<file path="src/hdp_pkg.sv">
// Shared constants, codes and the arctangent step table of the Hammersley disk point generator.
package hdp_pkg;

	localparam int ANG_BITS = 30;
	localparam int CW = 34;

	localparam logic signed [CW-1:0] PI_QUARTER_Q30 = 34'sd843314857;
	localparam logic signed [CW-1:0] CORDIC_GAIN_Q30 = 34'sd652032874;

	localparam logic signed [CW-1:0] ATAN_TABLE [10] = '{
		34'sd843314857, 34'sd497837829, 34'sd263043837, 34'sd133525159, 34'sd67021687,
		34'sd33543516, 34'sd16775851, 34'sd8388437, 34'sd4194283, 34'sd2097149
	};

	typedef logic [1:0] oct_t;
	localparam oct_t OCT_RIGHT = 2'd0;
	localparam oct_t OCT_TOP = 2'd1;
	localparam oct_t OCT_LEFT = 2'd2;
	localparam oct_t OCT_BOTTOM = 2'd3;

	typedef logic [1:0] cfg_idx_t;
	localparam cfg_idx_t CFG_SAMPLE_COUNT = 2'd0;
	localparam cfg_idx_t CFG_DISK_MODE = 2'd1;

	// Arctangent of 2^-i in Q30; past the table the angle equals the shift itself.
	function automatic logic signed [CW-1:0] atan_step(input int unsigned i);
		logic [3:0] idx;
		idx = i[3:0];
		if (i < 10) begin
			return ATAN_TABLE[idx];
		end
		if (i <= 30) begin
			return 34'sd1 <<< (30 - i);
		end
		return '0;
	endfunction

endpackage

</file>
<file path="src/hdp_cordic.sv">
// Pipelined rotation-mode CORDIC giving cosine and sine in Q30, one micro-rotation per stage.
module hdp_cordic
	import hdp_pkg::*;
#(
	parameter int STEPS = 16,
	parameter int SW = 16
) (
	input  logic                 clk,
	input  logic                 arst_n,
	input  logic                 in_valid,
	input  logic signed [CW-1:0] in_z,
	input  logic [SW-1:0]        in_side,
	output logic                 out_valid,
	output logic signed [CW-1:0] out_cos,
	output logic signed [CW-1:0] out_sin,
	output logic [SW-1:0]        out_side
);

	logic                 v_s    [STEPS+1];
	logic signed [CW-1:0] x_s    [STEPS+1];
	logic signed [CW-1:0] y_s    [STEPS+1];
	logic signed [CW-1:0] z_s    [STEPS];
	logic [SW-1:0]        side_s [STEPS+1];

	assign v_s[0] = in_valid;
	assign x_s[0] = CORDIC_GAIN_Q30;
	assign y_s[0] = '0;
	assign z_s[0] = in_z;
	assign side_s[0] = in_side;

	for (genvar g = 0; g < STEPS; g++) begin : g_step
		logic signed [CW-1:0] dx;
		logic signed [CW-1:0] dy;
		logic                 up;

		always_comb begin
			dx = y_s[g] >>> g;
			dy = x_s[g] >>> g;
			up = !z_s[g][CW-1];
		end

		always_ff @(posedge clk or negedge arst_n) begin
			if (!arst_n) begin
				v_s[g+1] <= 1'b0;
			end else begin
				v_s[g+1] <= v_s[g];
			end
		end

		always_ff @(posedge clk) begin
			x_s[g+1] <= up ? x_s[g] - dx : x_s[g] + dx;
			y_s[g+1] <= up ? y_s[g] + dy : y_s[g] - dy;
			side_s[g+1] <= side_s[g];
		end

		if (g < STEPS - 1) begin : g_angle
			always_ff @(posedge clk) begin
				z_s[g+1] <= up ? z_s[g] - atan_step(g) : z_s[g] + atan_step(g);
			end
		end
	end

	assign out_valid = v_s[STEPS];
	assign out_cos = x_s[STEPS];
	assign out_sin = y_s[STEPS];
	assign out_side = side_s[STEPS];

endmodule

</file>
<file path="config.mk">
export PLATFORM = sky130hd
export DESIGN_NAME = hdp_cordic
export DESIGN_NICKNAME = d
export VERILOG_FILES = /design/src/hdp_pkg.sv /design/src/hdp_cordic.sv
export SDC_FILE = /design/constraint.sdc
export NUM_CORES = 2
export LEC_CHECK = 0
export BUFFER_PORTS_ARGS = -buffer_cell sky130_fd_sc_hd__buf_2
export CAP_MARGIN = 0
export CORE_MARGIN = 1
export CORE_UTILIZATION = 60
export CTS_BUF_LIST = sky130_fd_sc_hd__clkbuf_8
export DETAILED_ROUTE_END_ITERATION = 16
export GPL_TIMING_DRIVEN = 1
export PLACE_DENSITY = 0.76
export SYNTH_ARGS = -nofsm -noshare
export SYNTH_HDL_FRONTEND = slang
export SYNTH_SLANG_ARGS = --single-unit
export TNS_END_PERCENT = 100
</file>
<file path="constraint.sdc">
create_clock -name clk -period 8.2 [get_ports clk]
set_input_delay 0.41 -clock clk [delete_from_list [all_inputs] [get_ports clk]]
set_output_delay 0.41 -clock clk [all_outputs]
set_load 0.005 [all_outputs]
</file>
==> metrics.txt <==
Seq/Total Area, Yosys between 30% and 40%; Area Growth Syn to Fin 8.84%; clk slew on worst S/H paths approximately 60 ps; layout cells sized above 1 approximately 6%; RSZ-0062 raised after global routing false; top cells by area, synth dfxtp_1 30%, ha_1 15%, xnor2_1 9.5%; maximum operating frequency ~180 MHz; largest net degree at the start of global routing 69; Setup CP Type reg -> reg; vias per cell 5.96; hpwl dp 240 mm; top_reg_cell synth dfxtp_1; GRT Overall Usage a little under a third; post-layout net count between 10,000 and 15,000; CTS Root Cell clkbuf_8; adder-cell share of the synthesized area 16.2%; Final Cycle Share around two thirds; die area approximately 0.18 mm^2; CTS tree done; most used cell, CP nor2_1; setup TNS 0 ps; Slew HR between 10% and 20%; CP Cell Sequence or4_1, nor4b_1, and3_1, nor2b_1, nor2_1, xnor2_1, ha_1, nand3_1, nor2_1, a221oi_1, nor2_1, o31ai_1, nor2_1, a31o_2, o41ai_2, mux2i_1, nand3_1; GRT overflow 0; most frequent cells in the layout 1,638 x dfxtp_1, 1,349 x ha_1, 1,346 x a21oi_1; post-route ant nets 0; DRT iter0 DRCs a little under 6,000; port bufs about 140; min-delay worst type in -> reg; Yosys reg bits around 1,700; WL/cell roughly 20 um; Post-Synthesis Cells between 10,000 and 15,000; core area 0.181 mm^2; worst-skew pair later-pin latency around 1000 ps; Post-synth EDFFs 0; Yosys top cell by area dfxtp_1; syn_area_per_cell 8.73 um^2; startpoint types register; Post-Route WL about 300 mm; Final Skew around 68 ps; Clock Tree Buf Depth 4; Critical Path RT 9130 ps; IO Count 138; post-synthesis xor/xnor area fraction between 10% and 20%; max-cap violation count 0; first-pass GRT wire length between 400 and 500 mm; CP peak stage delay ~600 ps; final hold viol count 0; vias in the first global route 89,127; commonest non-fill, non-tap cell in the layout dfxtp_1; count of final setup violators 0; critical path capture point type register; warnings from Yosys 0; Num CTS Buffers 293; multiplexer share of the synthesized area under 10%; Slowest-stage cell, CP or4_1; Vias around 90,000; H-tree Lvls 5; initial core utilization 60.6%; Worst Tran Pin Value between 1000 and 1500 ps; post-layout min period 5550 ps; Critical Path Fanout Max 5; Synth Cell Area around 0.11 mm^2; Rows 156; Final Max Slew Viols 0; Post-Syn Nets about 14,000; Synth Area in Simple Gates 13.8%; initial antenna violation count 7; GPL Wtd Cong approximately 1; WP data arrival ~6500 ps; Die Ht approximately 430 um; clock sink count 1,668; largest family of logic cells by synthesized area compound AO/OA/AOI/OAI gates; Synth top area share 30.1%; status finished clean; ys async rst share 0.959%; drt drc 0; DR pass1 iterations 6; Synth Area in Compound Gates a little over a fifth; Cell variety after synth 99; Die X between 400 and 500 um
per-stage QoR:
step | utilization (%) | hold WS, ps | cell area [um^2] | setup slack (ps) | cells
2_1_floorplan | - | 114 | 110000 | 3590 | 12583
3_3_place_gp | 62.0 | 310 | 113000 | 2830 | 14870
3_5_place_dp | 62.0 | 312 | 113000 | 2780 | 14870
4_1_cts | 65.9 | 0.303 | 120000 | 2770 | 15459
5_1_grt | 65.9 | 53.7 | 120000 | 2360 | 15462
6_report | 65.9 | 94.5 | 120000 | 2650 | 15470
sequential cells by signal, summed over array words and instances, names as in the netlist:
register / cells
v_s: 15
z_s: 397
g_step.dx: 359
x_s: 118
out_cos: 34
out_side: 16
g_step.dy: 336
out_sin: 34
y_s: 118
side_s: 240
out_valid: 1
cells in the mapped netlist (all sizes together) (126+ instances only):
master,count
a211oi,127
a21o,613
a21oi,1346
a31oi,126
clkbuf,146
dfxtp,1652
ha,1349
inv,534
nand2,529
nand2b,203
nand3,180
nor2,1161
nor2b,173
nor3,311
o21a,226
o21ai,566
o21bai,168
xnor2,1192
xor2,592
kinds of logic after synthesis:
logic type | Yosys count
xor+xnor | 1784
other cells | 1
mux | 109
simple gates | 3137
flops | 1668
fa+ha+maj | 1392
buf+inv | 798
compound gates | 3694
critical path: cells and delay by family, from the launching register on:
family          cells  cell delay, ps
compound gates      4            1780
xor+xnor            1             150
fa+ha+maj           1             330
flops               1             330
mux                 1             260
simple gates       10            2600
layer usage:
layer	part of all wire, %	vias up	global-route usage [%]
met5	0.0043	-	0
met4	6.2	2	18.0
met3	4.8	822	3.87
met2	47	2654	54.3
met1	42	43135	37.3
li1	-	45513	-
path summary, 6_finish.rpt:
path	start	endpoint	slack (ps)	depth (start not counted)
setup / recovery	g_step[7].dy[6]$_DFF_P_	g_step[8].dx[23]$_DFF_P_	2650	17
hold / removal	in_z[0]	z_s[476]$_DFF_P_	90	3
setup reg to reg	g_step[7].dy[6]$_DFF_P_	g_step[8].dx[23]$_DFF_P_	2650	17
hold reg to reg	side_s[125]$_DFF_P_	side_s[109]$_DFF_P_	320	0
max in group asynchronous	arst_n	v_s[1]$_DFF_PN0_	7240	3
min in group asynchronous	arst_n	v_s[11]$_DFF_PN0_	490	3
layout make-up:
class | count | area (um^2)
antenna | 11 | 27.5
clock buffer | 353 | 4860
clock inverter | 147 | 1260
fill | 15060 | 61800
inverter | 538 | 2020
multi-input combinational | 10117 | 73000
sequential | 1668 | 33500
tap | 2370 | 2970
timing repair buffer | 266 | 1880
what timing repair did:
| action | 4_1_cts | 5_1_grt |
|---|---|---|
| endpoints found under the hold margin | 68 | 0 |
| setup buffers | 0 | 0 |
| gates resized for setup | 0 | 0 |
| hold buffers | 89 | 0 |
Power is left out: the tool's default activity adds up to more than one toggle a clock period on the data nets, which glitch-free logic cannot reach.
