<file path="config.mk">
export PLATFORM = sky130hd
export DESIGN_NAME = hdp_divider
export DESIGN_NICKNAME = d
export VERILOG_FILES = /design/src/hdp_pkg.sv /design/src/hdp_divider.sv
export SDC_FILE = /design/constraint.sdc
export NUM_CORES = 1
export LEC_CHECK = 0
export BUFFER_PORTS_ARGS = -buffer_cell sky130_fd_sc_hd__buf_2
export CORE_MARGIN = 1.5
export CORE_UTILIZATION = 30
export DETAILED_ROUTE_END_ITERATION = 10
export SYNTH_ARGS = -nofsm -noshare
export SYNTH_HDL_FRONTEND = slang
export SYNTH_SLANG_ARGS = --single-unit
</file>
<file path="constraint.sdc">
create_clock -name clk -period 2.4 [get_ports clk]
set_input_delay 0.12 -clock clk [delete_from_list [all_inputs] [get_ports clk]]
set_output_delay 0.12 -clock clk [all_outputs]
set_load 0.02 [all_outputs]
</file>
<file path="src/hdp_pkg.sv">
// Shared constants, codes and the arctangent step table of the Hammersley disk point generator.
package hdp_pkg;

	localparam int ANG_BITS = 30;
	localparam int CW = 34;

	localparam logic signed [CW-1:0] PI_QUARTER_Q30 = 34'sd843314857;
	localparam logic signed [CW-1:0] CORDIC_GAIN_Q30 = 34'sd652032874;

	localparam logic signed [CW-1:0] ATAN_TABLE [10] = '{
		34'sd843314857, 34'sd497837829, 34'sd263043837, 34'sd133525159, 34'sd67021687,
		34'sd33543516, 34'sd16775851, 34'sd8388437, 34'sd4194283, 34'sd2097149
	};

	typedef logic [1:0] oct_t;
	localparam oct_t OCT_RIGHT = 2'd0;
	localparam oct_t OCT_TOP = 2'd1;
	localparam oct_t OCT_LEFT = 2'd2;
	localparam oct_t OCT_BOTTOM = 2'd3;

	typedef logic [1:0] cfg_idx_t;
	localparam cfg_idx_t CFG_SAMPLE_COUNT = 2'd0;
	localparam cfg_idx_t CFG_DISK_MODE = 2'd1;

	// Arctangent of 2^-i in Q30; past the table the angle equals the shift itself.
	function automatic logic signed [CW-1:0] atan_step(input int unsigned i);
		logic [3:0] idx;
		idx = i[3:0];
		if (i < 10) begin
			return ATAN_TABLE[idx];
		end
		if (i <= 30) begin
			return 34'sd1 <<< (30 - i);
		end
		return '0;
	endfunction

endpackage

</file>
<file path="src/hdp_divider.sv">
// Pipelined restoring divider that produces one quotient bit per register stage.
module hdp_divider
	import hdp_pkg::*;
#(
	parameter int RW = 17,
	parameter int STEPS = 15,
	parameter int SW = 16
) (
	input  logic             clk,
	input  logic             arst_n,
	input  logic             in_valid,
	input  logic [RW-1:0]    in_rem,
	input  logic [RW-1:0]    in_den,
	input  logic [SW-1:0]    in_side,
	output logic             out_valid,
	output logic [STEPS-1:0] out_quot,
	output logic [SW-1:0]    out_side
);

	logic             v_s    [STEPS+1];
	logic [RW-1:0]    rem_s  [STEPS];
	logic [RW-1:0]    den_s  [STEPS];
	logic [STEPS-1:0] quot_s [STEPS+1];
	logic [SW-1:0]    side_s [STEPS+1];

	assign v_s[0] = in_valid;
	assign rem_s[0] = in_rem;
	assign den_s[0] = in_den;
	assign quot_s[0] = '0;
	assign side_s[0] = in_side;

	for (genvar g = 0; g < STEPS; g++) begin : g_step
		logic [RW:0] dbl;
		logic        ge;

		always_comb begin
			dbl = {rem_s[g], 1'b0};
			ge = dbl >= {1'b0, den_s[g]};
		end

		always_ff @(posedge clk or negedge arst_n) begin
			if (!arst_n) begin
				v_s[g+1] <= 1'b0;
			end else begin
				v_s[g+1] <= v_s[g];
			end
		end

		always_ff @(posedge clk) begin
			quot_s[g+1] <= {quot_s[g][STEPS-2:0], ge};
			side_s[g+1] <= side_s[g];
		end

		if (g < STEPS - 1) begin : g_carry
			logic [RW:0] diff;
			assign diff = dbl - {1'b0, den_s[g]};
			always_ff @(posedge clk) begin
				rem_s[g+1] <= ge ? diff[RW-1:0] : dbl[RW-1:0];
				den_s[g+1] <= den_s[g];
			end
		end
	end

	assign out_valid = v_s[STEPS];
	assign out_quot = quot_s[STEPS];
	assign out_side = side_s[STEPS];

endmodule

</file>
==> flow_summary.yaml <==
run_status:
  status: "finished with violations"
  violations: "setup timing"
synth:
  yosysWarnings: 0
  synth-seq-cells: 851
  synthAdderAreaFrac: 0.1062
  synth_top_area_frac: 0.5141
  synth.distinct_cells: 85
  syn-num-nets: 3471
  synthFlopType: "dfxtp_1"
  synth_xor_xnor_area_share: 0.04655
  synth_compound_area_frac: 0.1409
  synth_top_family_by_area: "compound AO/OA/AOI/OAI gates"
  synth_edf_count: 0
  yosys.area.top_type: "dfxtp_1"
  yosys.area_share.simple: 0.09494
  synth_cells: 3150
  synth_area_per_cell_sq_um: 10.33
  ys_async_sr_fraction: 0.01763
  ys_seq_area_frac: 0.5257
  ys_top_cells_by_area: "dfxtp_1, ha_1, inv_1, a21oi_1, o21ai_0"
  synthMuxAreaShare: 0.03605
  syn-cell-area_sq_um: 32550
flow_run:
  maxCapViolations: 0
sta:
  final.setup_skew_ns: 0.04685
  timing.final.ws_setup_ns: -0.05121
  setup_viol: 5
  tightest_slew_ns: 0.6510
  rsz0062_at_grt: "true"
  fmaxAchievable_mhz: 408.0
  slew-limit-headroom: 0.5646
  finalCritPeriodShare: 1.021
  slew_viol_final: 0
  min_period_ns: 2.451
  hold_viol: 0
clock_tree:
  cts_buffers: 92
  cts_tree: "done"
  clock_latency_ns: 0.69
  htreeDepth: 3
  clockBufferDepth: 3
  cts.sinks: 851
  cts-root-buf: "clkbuf_16"
  path_clk_slew_ns: 0.06
route:
  wl_per_cell_microns: 13.29
  num_vias: 22943
  wl_microns: 68180
  drtAntennaViolNets: 0
  avgViaCountPerCell: 4.471
  drcViolationCount: 0
  drt_iter0_markers: 885
  dr.pass1.iters: 5
floorplanning:
  row_count: 120
  core_area_sq_um: 107400
  fp.dieH_microns: 332.4
  fp.dieW_microns: 332.4
  start_util: 0.3032
  dieArea_sq_um: 110500
  io_pins: 85
worst_setup_path:
  cp_max_fo: 3
  cp.required_ns: 3.01
  worstSetupEndpointType: "register"
  arrival_ns: 3.06
  startpoint_type: "register"
  reg2reg_depth: 10
  criticalPathCategory: "reg2reg"
power:
  switchingPower_mw: 21.24
  swShare: 0.3360
  combPwrFrac: 0.449
  leakage_nw: 19.16
  seq_power_share: 0.310
  ir_drop_mv: 0.7079
  clkPwrFrac: 0.241
  powerDensity_nw_per_um2: 1487
  internal_power_mw: 41.98
cells_and_area:
  instances_no_fill: 5132
  num_antenna_cells: 0
  final_area_sq_um: 42520
  drive_above_1_share: 0.2529
  nets: 3972
  syn_to_final_growth_pct: 30.63
placed_design:
  dp_hpwl_microns: 49410
  dp.cells: 4860
  place.port_buffers: 84
  dpl_cell_area_sq_um: 36690
  place.gp.congestion: 0.8628
global_routing:
  grt_pass1_vias: 22842
  grt_pass1_wl_microns: 108600
  grt_usage: 0.1188
  grt_max_degree: 26
  grt.overflow.total: 0
  antenna_found_initial: 0
worst_hold_path:
  hold_path_class: "in2reg"
  holdPathStages: 2
## path summary, 6_finish.rpt
path                       slack [ns]                 end  startpoint
max reg2reg                     -0.05  g_step[11].dbl[14]   den_s[69]
min                              0.08         side_s[226]  in_side[2]
min reg2reg                      0.29        out_side[15]  side_s[31]
min in group asynchronous        0.56             v_s[13]      arst_n
max                             -0.05  g_step[11].dbl[14]   den_s[69]
max in group asynchronous        1.43             v_s[10]      arst_n
## state kept, by name, summed over array words and instances (netlist names)
signal	cells
den_s	238
g_step.dbl	238
out_quot	15
out_side	16
out_valid	1
quot_s	105
side_s	224
v_s	14
## layer usage
| layer | track usage | vias up | routed length, microns |
|---|---|---|---|
| li1 | - | 11784 | - |
| met1 | 0.1195 | 10647 | 26640 |
| met2 | 0.2255 | 333 | 35690 |
| met3 | 0.02320 | 179 | 2325 |
| met4 | 0.06930 | 0 | 3531 |
| met5 | 0 | - | 0 |
## metrics by stage
stage               total power, mW  worst slack, ns  hold WS (ns)  setup TNS, ns    util
floorplan                     36.48         -0.03458       -0.1756       -0.03458       -
finish                        63.22         -0.05121       0.08052        -0.1788  0.3961
global placement              43.86          -0.1918       0.02490         -6.776  0.3418
global route                  67.56          -0.1617       0.03718         -3.123  0.3961
detailed placement            44.15          -0.1968       0.04119         -9.324  0.3418
CTS                           61.44         -0.08590       0.01854        -0.6531  0.3848
## power groups by stage
stage | logic, mW | registers (mW) | clock network, mW
detailed placement | 24.4 | 19.8 | 0
global route | 31.3 | 19.9 | 16.4
CTS | 26.1 | 19.5 | 15.8
finish | 28.4 | 19.6 | 15.3
global placement | 24.1 | 19.7 | 0
floorplan | 17.5 | 19.0 | 0
## synthesized netlist by cell type (all sizes together), types with 5 or more instances
cell type    n
o21ai      187
o31ai       20
fa          14
a2111oi      8
nand3b       5
clkbuf      35
a21boi      18
a31oi       37
nor3b        5
a211oi      18
a21oi      210
mux2i        7
o31a        12
nor2       207
and2        21
o41ai        7
inv        303
o211ai      19
nand3       29
a21o        69
ha         254
or3         11
dfrtp       15
nand2b      45
and4         9
buf         48
nor2b       36
or2          8
xor2        73
o21a        52
mux2        94
xnor2      100
o2111ai      5
dfxtp      836
a221oi      11
nand2      181
nand4       34
o211a        5
nor3        36
and3        10
a211o        9
## repair_timing
| action | CTS | global route |
|---|---|---|
| setup buffers | 18 | 26 |
| gates resized for setup | 118 | 232 |
| cloned | 3 | 5 |
| endpoints found under the setup margin | 133 | 197 |
| hold buffers | 53 | 0 |
| pin swaps | 31 | 88 |
| endpoints found under the hold margin | 67 | 0 |
## cell type report
class,instances,area [sq um]
clock buffers,121,2623
clock inverters,51,768.2
fillers,10289,64830
inverters,303,1141
multi-input cells,1913,15220
flip-flops and latches,851,17170
well taps,1403,1755
repair buffers,490,3852
## logic make-up (layout without fill, tap and decap cells)
logic type                 count (synthesis)  in the layout
AOI/OAI and AO/OA                        722            722
xor gates and xnor gates                 173            173
adders and majority gates                268            268
buffers and inverters                    386            965
DFF                                      851            851
muxes                                    101            101
and+or+nand+nor                          649            649
## cell usage in the layout (no fill, tap or decap), drive strengths merged, types with 94 or more instances in the layout
cell and instances:
dfxtp 836, buf 433, inv 308, ha 254
a21oi 210, nor2 207, o21ai 187, nand2 181
clkbuf 125, xnor2 100, mux2 94
## worst max-delay path, cell delays in order, from the launching register on
cell      delay, ns
dfxtp_2        0.33
inv_2          0.04
ha_4           0.21
nor2b_4        0.12
o31a_1         0.29
or4_4          0.56
a21boi_4       0.24
nor2_4         0.05
buf_6          0.13
a211o_1        0.31
a21oi_2        0.14
Note: power is estimated with default switching activity, not from simulation.
